<file path="src/assert_macros.svh">
// Assertion macros shared by the RTL files of the random source.
`ifndef ASSERT_MACROS_SVH
`define ASSERT_MACROS_SVH
`ifndef SYNTHESIS
// Implication checked at every rising clock edge outside reset.
`define ASSERT_CLK(label, clk, rst, prop, msg) \
  label: assert property (@(posedge clk) disable iff (rst) prop) else $error(msg);
// Condition that must never hold outside reset.
`define ASSERT_NEVER(label, clk, rst, cond, msg) \
  label: assert property (@(posedge clk) disable iff (rst) !(cond)) else $error(msg);
`else
`define ASSERT_CLK(label, clk, rst, prop, msg)
`define ASSERT_NEVER(label, clk, rst, cond, msg)
`endif
`endif

</file>
<file path="src/lcgr_pkg.sv">
// Package of the random source: constants, sequencer states and status types.
package lcgr_pkg;

  localparam int unsigned STATE_W = 32;
  localparam int unsigned HALF_W  = 16;
  localparam int unsigned CNT_W   = $clog2(HALF_W + 1);

  localparam logic [STATE_W-1:0] LCG_MUL     = 32'd1103512986;
  localparam logic [STATE_W-1:0] LCG_ADD     = 32'd29865;
  localparam logic [STATE_W-1:0] RANGE_RESET = 32'd16777215;
  localparam logic [STATE_W-1:0] STATE_RESET = 32'd1;
  localparam logic [CNT_W-1:0]   DIV_STEPS   = CNT_W'(HALF_W);

  // Request codes.
  localparam logic REQ_DRAW   = 1'b0;
  localparam logic REQ_RESEED = 1'b1;

  typedef enum logic [1:0] {
    S_IDLE,
    S_MUL,
    S_ADD,
    S_DIV
  } seq_state_t;

  // Status of the remainder unit.
  typedef struct packed {
    logic busy;
    logic done;
  } rem_stat_t;

endpackage

</file>
<file path="src/lcgr_req_if.sv">
// Request channel: draw or reseed items.
interface lcgr_req_if;
  logic        valid;
  logic        ready;
  logic        req_type;
  logic [31:0] seed_value;

  modport source (output valid, output req_type, output seed_value, input ready);
  modport sink (input valid, input req_type, input seed_value, output ready);
endinterface

</file>
<file path="src/lcgr_rsp_if.sv">
// Response channel: one random value per draw.
interface lcgr_rsp_if;
  logic        valid;
  logic        ready;
  logic [15:0] random_value;

  modport source (output valid, output random_value, input ready);
  modport sink (input valid, input random_value, output ready);
endinterface

</file>
<file path="src/lcg_random_with_range.sv">
// Top level of the range-limited linear congruential random source.
// A draw item passes through the 32-bit multiply, the add, and sixteen steps
// of the shared subtract-and-compare unit that reduces the upper half of the
// new state modulo range_max + 1, and then loads the output register. When
// range_max is 65536 or more the reduction is skipped. A reseed item gives no
// result. The block takes one item at a time; a finished value waits in the
// output register while the next item is accepted. The user must write
// range_max through cfg_we/cfg_wdata only while the block is idle; the block
// itself does not enforce this.
`include "assert_macros.svh"

module lcg_random_with_range (
  input  logic                         clk,
  input  logic                         rst,
  input  logic                         cfg_we,
  input  logic [lcgr_pkg::STATE_W-1:0] cfg_wdata,
  lcgr_req_if.sink                     req,
  lcgr_rsp_if.source                   rsp
);
  import lcgr_pkg::*;

  seq_state_t          state;
  seq_state_t          state_next;
  logic [STATE_W-1:0]  range_max;
  logic [STATE_W-1:0]  gen_state;
  logic [STATE_W-1:0]  prod;
  logic [STATE_W-1:0]  sum;
  logic                rsp_valid;
  logic [HALF_W-1:0]   rsp_value;
  logic                div_start;
  logic                load_rsp;
  logic                req_acc;
  rem_stat_t           rem_stat;
  logic [HALF_W-1:0]   rem_value;

  assign req_acc = req.valid && req.ready;
  assign sum     = prod + LCG_ADD;

  // Configuration register.
  always_ff @(posedge clk) begin
    if (rst) begin
      range_max <= RANGE_RESET;
    end else if (cfg_we) begin
      range_max <= cfg_wdata;
    end
  end

  // Sequencer state register.
  always_ff @(posedge clk) begin
    if (rst) begin
      state <= S_IDLE;
    end else begin
      state <= state_next;
    end
  end

  // Next state and control.
  always_comb begin
    state_next = state;
    div_start  = 1'b0;
    load_rsp   = 1'b0;
    req.ready  = 1'b0;
    unique case (state)
      S_IDLE: begin
        req.ready = 1'b1;
        if (req.valid && (req.req_type == REQ_DRAW)) begin
          state_next = S_MUL;
        end
      end
      S_MUL: begin
        state_next = S_ADD;
      end
      S_ADD: begin
        div_start  = 1'b1;
        state_next = S_DIV;
      end
      S_DIV: begin
        if (rem_stat.done && (!rsp_valid || rsp.ready)) begin
          load_rsp   = 1'b1;
          state_next = S_IDLE;
        end
      end
      default: begin
        state_next = S_IDLE;
      end
    endcase
  end

  // Generator state: reseed on request, advance after the multiply.
  always_ff @(posedge clk) begin
    if (rst) begin
      gen_state <= STATE_RESET;
    end else if (req_acc && (req.req_type == REQ_RESEED)) begin
      gen_state <= req.seed_value;
    end else if (state == S_ADD) begin
      gen_state <= sum;
    end
  end

  // Product register, truncated to the state width.
  always_ff @(posedge clk) begin
    if (state == S_MUL) begin
      prod <= gen_state * LCG_MUL;
    end
  end

  lcgr_rem u_rem (
    .clk       (clk),
    .rst       (rst),
    .start     (div_start),
    .dividend  (sum[STATE_W-1:HALF_W]),
    .limit     (range_max),
    .stat      (rem_stat),
    .remainder (rem_value)
  );

  // Output register.
  always_ff @(posedge clk) begin
    if (rst) begin
      rsp_valid <= 1'b0;
    end else if (load_rsp) begin
      rsp_valid <= 1'b1;
    end else if (rsp.ready) begin
      rsp_valid <= 1'b0;
    end
  end

  always_ff @(posedge clk) begin
    if (load_rsp) begin
      rsp_value <= rem_value;
    end
  end

  assign rsp.valid        = rsp_valid;
  assign rsp.random_value = rsp_value;

  // A draw moves the sequencer to the multiply step.
  `ASSERT_CLK(a_draw_mul, clk, rst, (req_acc && (req.req_type == REQ_DRAW)) |=> (state == S_MUL), "draw did not start multiply")
  // A reseed loads the seed into the generator state.
  `ASSERT_CLK(a_reseed, clk, rst, (req_acc && (req.req_type == REQ_RESEED)) |=> (gen_state == $past(req.seed_value)), "reseed not loaded")
  // The remainder unit is idle whenever new items are taken.
  `ASSERT_NEVER(a_idle_busy, clk, rst, (state == S_IDLE) && rem_stat.busy, "remainder busy while idle")

endmodule

</file>
<file path="src/lcgr_rem.sv">
// Iterative restoring remainder unit: 16-bit dividend modulo (limit + 1).
`include "assert_macros.svh"

module lcgr_rem (
  input  logic                          clk,
  input  logic                          rst,
  input  logic                          start,
  input  logic [lcgr_pkg::HALF_W-1:0]   dividend,
  input  logic [lcgr_pkg::STATE_W-1:0]  limit,
  output lcgr_pkg::rem_stat_t           stat,
  output logic [lcgr_pkg::HALF_W-1:0]   remainder
);
  import lcgr_pkg::*;

  logic [CNT_W-1:0]  cnt;
  logic [HALF_W-1:0] shreg;
  logic [HALF_W:0]   rem;
  logic [HALF_W:0]   divisor;
  logic              busy;
  logic              done;
  logic              bypass;
  logic [HALF_W:0]   trial;
  logic              fits;

  // Shift the next dividend bit into the partial remainder and compare.
  assign trial = {rem[HALF_W-1:0], shreg[HALF_W-1]};
  assign fits  = (trial >= divisor);

  // A limit of 65536 or more leaves every 16-bit value untouched,
  // which also covers the full 32-bit limit.
  assign bypass = (limit[STATE_W-1:HALF_W] != '0);

  // Sequencer of the shared subtract-and-compare step.
  always_ff @(posedge clk) begin
    if (rst) begin
      busy <= 1'b0;
      done <= 1'b0;
      cnt  <= '0;
    end else if (start) begin
      if (bypass) begin
        busy <= 1'b0;
        done <= 1'b1;
        cnt  <= '0;
      end else begin
        busy <= 1'b1;
        done <= 1'b0;
        cnt  <= DIV_STEPS;
      end
    end else if (busy) begin
      cnt <= cnt - 1'b1;
      if (cnt == CNT_W'(1)) begin
        busy <= 1'b0;
        done <= 1'b1;
      end
    end
  end

  // Datapath of the remainder.
  always_ff @(posedge clk) begin
    if (start) begin
      shreg   <= dividend;
      divisor <= {1'b0, limit[HALF_W-1:0]} + 1'b1;
      if (bypass) begin
        rem <= {1'b0, dividend};
      end else begin
        rem <= '0;
      end
    end else if (busy) begin
      shreg <= {shreg[HALF_W-2:0], 1'b0};
      rem   <= fits ? (trial - divisor) : trial;
    end
  end

  assign stat.busy = busy;
  assign stat.done = done;
  assign remainder = rem[HALF_W-1:0];

  // The unit is never busy and done at once.
  `ASSERT_NEVER(a_busy_done, clk, rst, busy && done, "remainder unit busy and done")
  // While busy, a step count remains.
  `ASSERT_CLK(a_busy_cnt, clk, rst, busy |-> (cnt != '0), "busy with no steps left")

endmodule

</file>
<file path="src/flat_wrapper.sv">
// flat-port wrapper written by rule: the top's interface ports become plain ports
module lcg_random_with_range_flat import lcgr_pkg::*;
  (clk, rst, cfg_we, cfg_wdata, req_valid, req_req_type, req_seed_value, req_ready, rsp_valid, rsp_random_value, rsp_ready);
  lcgr_req_if req_i ();
  lcgr_rsp_if rsp_i ();
  input  logic clk;
  input  logic rst;
  input  logic cfg_we;
  input  logic [lcgr_pkg::STATE_W-1:0] cfg_wdata;
  input wire logic [$bits(req_i.valid)-1:0] req_valid;
  input wire logic [$bits(req_i.req_type)-1:0] req_req_type;
  input wire logic [$bits(req_i.seed_value)-1:0] req_seed_value;
  output wire logic [$bits(req_i.ready)-1:0] req_ready;
  output wire logic [$bits(rsp_i.valid)-1:0] rsp_valid;
  output wire logic [$bits(rsp_i.random_value)-1:0] rsp_random_value;
  input wire logic [$bits(rsp_i.ready)-1:0] rsp_ready;
  assign req_i.valid = req_valid;
  assign req_i.req_type = req_req_type;
  assign req_i.seed_value = req_seed_value;
  assign req_ready = req_i.ready;
  assign rsp_valid = rsp_i.valid;
  assign rsp_random_value = rsp_i.random_value;
  assign rsp_i.ready = rsp_ready;
  lcg_random_with_range u_core (.clk(clk), .rst(rst), .cfg_we(cfg_we), .cfg_wdata(cfg_wdata), .req(req_i), .rsp(rsp_i));
endmodule
</file>
<file path="config.mk">
export PLATFORM = sky130hd
export DESIGN_NAME = lcg_random_with_range_flat
export DESIGN_NICKNAME = d
export VERILOG_FILES = /design/src/lcgr_pkg.sv /design/src/lcgr_req_if.sv /design/src/lcgr_rsp_if.sv /design/src/lcg_random_with_range.sv /design/src/lcgr_rem.sv /design/src/flat_wrapper.sv
export VERILOG_INCLUDE_DIRS = /design/src /design/src/src
export SDC_FILE = /design/constraint.sdc
export NUM_CORES = 1
export LEC_CHECK = 0
export ABC_AREA = 1
export BUFFER_PORTS_ARGS = -buffer_cell sky130_fd_sc_hd__buf_4
export CORE_AREA = 2 2 177 248
export CTS_CLUSTER_DIAMETER = 200
export DETAILED_ROUTE_END_ITERATION = 16
export DIE_AREA = 0 0 179 250
export GPL_TIMING_DRIVEN = 0
export HOLD_SLACK_MARGIN = 0.12
export SYNTH_ARGS = -nofsm -noshare
export SYNTH_HDL_FRONTEND = slang
export SYNTH_HIERARCHICAL = 1
export SYNTH_SLANG_ARGS = --single-unit
</file>
<file path="constraint.sdc">
create_clock -name clk -period 6.2 [get_ports clk]
set_input_delay 0.31 -clock clk [delete_from_list [all_inputs] [get_ports clk]]
set_output_delay 0.31 -clock clk [all_outputs]
set_load 0.005 [all_outputs]
</file>
==> results.py <==
metrics = {
    "critical_path": {
        "worstPathArrival_ns": 6.33,
        "stage_delay_of_the_slowest_cell_on_the_critical_path_ns": 0.60,
        "ff2ff_path_depth": 23,
        "worstSetupStartpointType": "flop",
        "cp_num_cells": 23,
        "crit_family": "adder cells",
        "critical_path.most_common_cell": "sky130_fd_sc_hd__fa_1",
        "cp_max_fo": 4,
        "critical_path.endpoint": "u_core/prod[27]",
        "path_class": "reg2reg",
        "regToRegSetupSlack_ns": 0.14,
        "critical_path_cell_by_cell": "buf_4 -> buf_4 -> ha_1 -> fa_1 -> inv_1 -> fa_1 -> inv_1 -> fa_1 -> fa_1 -> fa_1 -> inv_1 -> fa_1 -> inv_1 -> ha_4 -> nand2_1 -> inv_1 -> nand3_1 -> nor2_2 -> nand4_1 -> nand3_2 -> nand3_1 -> nand3_1 -> xor2_1",
        "cp.required_ns": 6.47,
        "crit_path_end_kind": "flop",
        "path_buf_inv": 7,
        "timing.critical_path.from": "u_core/gen_state[9]",
        "crit_slowest_cell": "sky130_fd_sc_hd__fa_1",
        "reg2reg_from": "u_core/gen_state[9]",
        "crit-reg2reg-capture": "u_core/prod[27]",
    },
    "layout": {
        "layout-drive-gt1-share_pct": 12.0,
        "leading_cell_type_in_the_layout_fill_and_taps_excluded": "sky130_fd_sc_hd__inv_1",
        "final_net_count": 2622,
        "most-common-layout-cells": "sky130_fd_sc_hd__inv_1, sky130_fd_sc_hd__nand2_1, sky130_fd_sc_hd__ha_1",
        "finish.instance_area_um2": 19600,
        "fillerInstances": 4156,
        "insertedDiodeCount": 0,
        "area_growth_pct": 16.1,
    },
    "cts": {
        "cts.htree.levels": 4,
        "cts_sinks": 169,
        "cts_root_buffer_type": "sky130_fd_sc_hd__clkbuf_16",
        "cts_tree": "done",
        "clk_transition_reported_paths_ns": 0.07,
        "clkLatencyLatePin_ns": 0.44,
        "clk_path_buf_depth": 2,
        "cts-buffers-inserted": 17,
    },
    "logic_synthesis": {
        "yosys_warnings": 6,
        "synth_cells": 2017,
        "mappedNetlistArea_um2": 16900,
        "avgSynthCellArea_um2": 8.36,
        "syn_nets": 2461,
    },
    "timing": {
        "max_slew_margin_pct": 14.6,
        "finalMaxSlewViolations": 0,
        "finalHoldViolCount": 0,
        "worst-slew-pin-transition_ns": 1.28,
        "worst_hold_slack_ns": 0.153,
        "layout_worst_path_cycle_share_pct": 97.7,
        "finClkSkew_ns": 0.0107,
        "max_freq_ghz": 0.165,
        "setup_viol_count_final": 0,
        "fin_crit_ns": 6.06,
        "timing.final.ws_setup_ns": 0.143,
    },
    "floorplan": {
        "height_of_the_die_um": 250,
        "rows": 90,
        "core_region_area_um2": 42700,
        "die_area_um2": 44800,
        "io-pin-count": 88,
        "initial_core_util_pct": 39.5,
        "die-width_um": 179,
    },
    "route": {
        "routed_via_density": 4.92,
        "detailroute.via_count": 13499,
        "drt-pass1-iter-count": 8,
        "drtIter0Drc": 759,
        "antenna_violating_nets_post_route": 0,
        "drc": 0,
        "routedWlPerCell_um": 17.7,
        "detail_route.wirelength_mm": 48.5,
    },
    "flow_run": {
        "max_cap_viols": 0,
    },
    "worst_hold_path": {
        "worstHoldStart": "req_seed_value[4]",
        "worst_hold_path_type": "in2reg",
    },
    "global_routing": {
        "first_global_vias": 13873,
        "grt_first_pass_wirelength_mm": 74.0,
        "number_of_antenna_violations_at_the_first_check_in_global_routing": 0,
        "grt_overflow_total": 0,
        "grt_max_degree": 34,
        "grt_util_all_layers_pct": 22.2,
    },
    "placed_design": {
        "finalWeightedCongestion": 0.953,
        "placed_cell_area_um2": 18200,
        "post_detailed_placement_half_perimeter_wirelength_mm": 40.0,
        "numPortBuffers": 86,
        "detailedPlace.worstSlack_ns": -0.691,
    },
    "outcome": {
        "status": "completed",
    },
}
## worst min-delay path by stage
stage | to | slack (ns) | depth (start not counted)
final | u_core/gen_state[4] | 0.15 | 3
after global routing | u_core/u_rem/busy | 0.15 | 2
after CTS | u_core/gen_state[4] | 0.14 | 3
after detailed placement | u_core/range_max[19] | 0.45 | 2
after global placement | u_core/range_max[18] | 0.44 | 2
after floorplan | u_core/u_rem/busy | 0.38 | 1
## final cells by class
cell class	count	area (um2)	area share, %
clock buffers	21	504	2.58
repair buffers	142	1150	5.86
clock inverters	11	101	0.518
inverters	489	1850	9.46
plain buffers	30	159	0.812
flip-flops and latches	169	4410	22.6
well taps	552	691	3.53
multi-input cells	1329	10700	54.7
## routing by layer
layer	wire length, um	vias up	part of all wire, %	global-route usage (%)
li1	-	6612	-	-
met1	17400	6447	36	22.8
met2	26000	308	54	41.2
met3	1270	132	2.6	2.24
met4	3810	0	7.9	15.3
met5	0	-	0	0
## state kept, by name, indices dropped and copies added (netlist names)
signal                   flops
u_core/u_rem/busy            1
u_core/rsp.random_value     16
u_core/range_max            32
u_core/u_rem/shreg          16
u_core/rsp.valid             1
u_core/u_rem/cnt             5
u_core/state                 2
u_core/u_rem/divisor        17
u_core/u_rem/done            1
u_core/u_rem/rem            16
u_core/gen_state            31
u_core/prod                 31
## metrics by stage
| stage | util [%] | std cells | TNS [ns] |
|---|---|---|---|
| after floorplan | - | 2017 | 0 |
| after global placement | 42.6 | 2655 | -3.97 |
| after detailed placement | 42.6 | 2655 | -3.70 |
| after CTS | 45.1 | 2725 | -0.00200 |
| after global routing | 45.9 | 2743 | -0.0146 |
| final | 45.9 | 2743 | 0 |
## timing repair
action | in CTS | in global routing
setup buffers | 5 | 18
hold buffers | 33 | 0
hold endpoints to repair | 33 | 0
gates resized for setup | 34 | 50
pin swaps | 0 | 7
endpoints found under the setup margin | 12 | 8
## worst register-to-register path, stage by stage, from the launching register on
cell and delay, ns:
sky130_fd_sc_hd__dfxtp_4 0.38, sky130_fd_sc_hd__buf_4 0.19, sky130_fd_sc_hd__buf_4 0.17, sky130_fd_sc_hd__ha_1 0.24, sky130_fd_sc_hd__fa_1 0.57, sky130_fd_sc_hd__inv_1 0.08
sky130_fd_sc_hd__fa_1 0.54, sky130_fd_sc_hd__inv_1 0.07, sky130_fd_sc_hd__fa_1 0.55, sky130_fd_sc_hd__fa_1 0.47, sky130_fd_sc_hd__fa_1 0.56, sky130_fd_sc_hd__inv_1 0.06
sky130_fd_sc_hd__fa_1 0.60, sky130_fd_sc_hd__inv_1 0.10, sky130_fd_sc_hd__ha_4 0.29, sky130_fd_sc_hd__nand2_1 0.09, sky130_fd_sc_hd__inv_1 0.08, sky130_fd_sc_hd__nand3_1 0.13
sky130_fd_sc_hd__nor2_2 0.12, sky130_fd_sc_hd__nand4_1 0.11, sky130_fd_sc_hd__nand3_2 0.14, sky130_fd_sc_hd__nand3_1 0.10, sky130_fd_sc_hd__nand3_1 0.10, sky130_fd_sc_hd__xor2_1 0.18
Power is left out: the tool's default activity adds up to more than one toggle a clock period on the data nets, which glitch-free logic cannot reach.
